[config.mk]
export PLATFORM = sky130hd
export DESIGN_NAME = hmt_ram
export DESIGN_NICKNAME = d
export VERILOG_FILES = /design/src/rtl/hmt_ram.sv
export SDC_FILE = /design/constraint.sdc
export NUM_CORES = 2
export LEC_CHECK = 0
export BUFFER_PORTS_ARGS = -buffer_cell sky130_fd_sc_hd__buf_2
export CAP_MARGIN = 25
export CORE_MARGIN = 2
export CORE_UTILIZATION = 46
export DETAILED_ROUTE_END_ITERATION = 10
export HOLD_SLACK_MARGIN = 0.08
export PLACE_DENSITY_LB_ADDON = 0.25
export SYNTH_ARGS = -nofsm -noshare
export SYNTH_HDL_FRONTEND = slang
export SYNTH_SLANG_ARGS = --single-unit
[constraint.sdc]
create_clock -name clk -period 2.1 [get_ports clk]
set_input_delay 0.21 -clock clk [delete_from_list [all_inputs] [get_ports clk]]
set_output_delay 0.21 -clock clk [all_outputs]
set_load 0.1 [all_outputs]
[src/rtl/hmt_ram.sv]
// hmt_ram: generic single-write, single-read ram with registered read data
// no dependencies

module hmt_ram #(
	parameter int WIDTH = 8,
	parameter int DEPTH = 256
) (
	input  logic                     clk,
	input  logic                     we,
	input  logic [$clog2(DEPTH)-1:0] waddr,
	input  logic [WIDTH-1:0]         wdata,
	input  logic [$clog2(DEPTH)-1:0] raddr,
	output logic [WIDTH-1:0]         rdata
);

	logic [WIDTH-1:0] mem [DEPTH];

	always_ff @(posedge clk) begin
		if (we) begin
			mem[waddr] <= wdata;
		end
		rdata <= mem[raddr];
	end

endmodule

==> impl_metrics.ini <==
[synth]
synthMuxAreaShare = 0.146
synth_compound_area_frac = 0.0342
synth_xor_area_frac = 0
synth_cells = 3733
ys_seq_area_frac = 0.775
synth.distinct_cells = 55
synth-adder-area-share = 0
synth_top_family_by_area = multiplexers
synth_nets = 3759
synth-seq-cells = 2056
avgSynthCellArea_sq_um = 21.3
netlist_area_sq_um = 79600
synthSimpleGateAreaFrac = 0.0263
synth_edf_count = 2048
yosys_warnings = 0
async_flop_share = 0
synth_ff_type = edfxtp_1

[placement]
dp_hpwl_microns = 134000
dpl_cell_area_sq_um = 88100
gp_congestion = 0.899
io_buffers = 33
dp.cells = 6597

[critical_path]
crit_path_max_incr_delay_ns = 0.54
cp_num_buf_inv = 3
path_delay_family = buffers and inverters
worstSetupStartpointType = flop
crit_type = reg2reg
crit_arrival_ns = 3.07
cpMaxStageDelayCell = mux4_2
cp.required_ns = 2.83
crit_fanout = 1
crit_path_end_kind = flop
path_cells = mux4_2, a22o_1, a221oi_2, buf_4, o32ai_2, buf_4, nor3_4, buf_6, nor4_2
cp_common_cell = buf_4

[route]
vias_per_cell = 5.87
wl_per_cell_microns = 29.1
drc = 0
vias = 41000
drt_iter0_drc = 5439
firstDrtPassIters = 5
ant_nets = 0
wirelength_microns = 204000

[cts]
cts_tree = done
h-tree-depth = 4
cts_buffers = 203
cts_sinks = 2056
clkSlewWorstSetupHoldPaths_ns = 0.06
cts_buffer_depth = 3
cts_setup_buffers = 0
clk_latency_ns = 0.85
root_buffer = clkbuf_16

[run_status]
violations = negative setup slack
status = complete, but fails checks

[die]
die-area_sq_um = 176000
core_sq_um = 172000
ios = 34
initial_core_util = 0.463
std_cell_rows = 152
fp.dieW_microns = 420
die_h_microns = 420

[sta]
relSlewSlack = 0.385
fmax_ghz = 0.428
holdWs_ns = 0.148
hold_violations = 0
post-route-period-util = 1.11
worst_slack_ns = -0.239
worst_pin_slew_ns = 0.922
slew_violations = 0
fin_skew_ns = 0.0409
rsz0062_at_grt = yes
finalSetupViolCount = 7
fin_crit_ns = 2.34

[power]
vdd_drop_max_v = 0.00105
cellPowerDensity_nw_per_um2 = 901
p_leak_nw = 30.9
finalPower_mw = 85.8

[global_route]
grt_pass1_wl_microns = 293000
antenna_found_initial = 14
grtUsageTotal = 0.233
grt_pass1_vias = 41100
overflow = 0
grt_max_degree = 97

[final_layout]
regArea_sq_um = 61700
multiInputGateArea_sq_um = 17000
final_common_cell = edfxtp_1
nets = 4530
final_area_sq_um = 95200
fin_cells = 6995
final_cell_mix = 2048 x edfxtp_1, 671 x buf_4, 455 x mux4_2
drive_above_1_share = 0.344
fillerInstances = 12800
syn2layout_area_growth_pct = 19.7

[worst_hold_path]
min_path_type = in2reg

[job]
drv_cap = 0
## per-stage QoR
step / TNS (ns) / worst slack, ns / utilization
after floorplan: 0 / 0.00813 / -
after global placement: -8.61 / -1.44 / 0.513
after detailed placement: -8.67 / -1.45 / 0.513
after CTS: -0.762 / -0.231 / 0.554
after global routing: -1.25 / -0.326 / 0.554
final: -0.868 / -0.239 / 0.555
## worst register-to-register path, stage by stage, from the launching register on
cell and delay [ns]:
edfxtp_1 0.39, mux4_2 0.54, a22o_1 0.27, a221oi_2 0.17, buf_4 0.23, o32ai_2 0.11
buf_4 0.20, nor3_4 0.13, buf_6 0.14, nor4_2 0.05
## per-layer routing
metal  GRT usage  vias to the layer above  part of all wire
li1            -                    17300                 -
met2       0.365                     1790              0.48
met1       0.338                    21700              0.41
met5           0                        -          0.000054
met3      0.0437                      287             0.087
met4      0.0655                        2             0.026
## synth_stat cells (16+ instances only)
cell type  instances  area [sq um]
o221ai_1          46           403
nand2_1           33           124
buf_1             22          82.6
mux2i_1          134          1340
nor2_1           282          1060
a211oi_1          16           120
clkbuf_1         111           417
nor3_1            22           110
buf_6             21           236
a22oi_1          133           998
mux4_2           454         10200
buf_2             31           155
buf_4             27           203
a21oi_1           96           480
nand3_1           34           170
nor4_1            24           150
edfxtp_1        2048         61500
nor2b_1           31           194
o22ai_1           28           175
## state kept, by name, indices dropped and copies added, names as in the netlist
name / flops
mem: 2048
rdata: 8
## kinds of logic after synthesis
kind of cell / Yosys count
multiplexers: 591
AND/OR/NAND/NOR: 466
flip-flops: 2056
AO/OA/AOI/OAI: 385
buffers and inverters: 235
## power breakdown
part	internal [mW]	switching [mW]	total [mW]
Clock	19.8	15.5	35.3
Sequential	45.2	0.110	45.3
Combinational	2.08	3.15	5.24
## path summary, 6_finish.rpt
kind,startpoint,to,slack [ns],cells after the start
worst max-delay path,mem[82][5]$_DFFE_PP_,rdata[5]$_DFF_P_,-0.24,9
worst min-delay path,waddr[3],mem[174][0]$_DFFE_PP_,0.15,4
worst max register to register,mem[82][5]$_DFFE_PP_,rdata[5]$_DFF_P_,-0.24,9
worst min register to register,mem[158][7]$_DFFE_PP_,rdata[7]$_DFF_P_,1.10,5
## area by class of cell
cell class                      count  area share
Sequential cell                  2056       0.647
Multi-Input combinational cell   1442       0.178
Tap cell                         2310      0.0304
Clock inverter                    125      0.0119
Clock buffer                      256      0.0565
Inverter                            2   0.0000788
Antenna cell                        5    0.000131
Timing Repair Buffer              799      0.0752
## timing repair
action,4_1_cts,5_1_grt
hold endpoints to repair,1614,0
gates resized for setup,67,24
setup endpoints to repair,15,8
hold buffers,17,0
pin swaps,22,11
No activity file was read; power rests on OpenSTA's default activity.
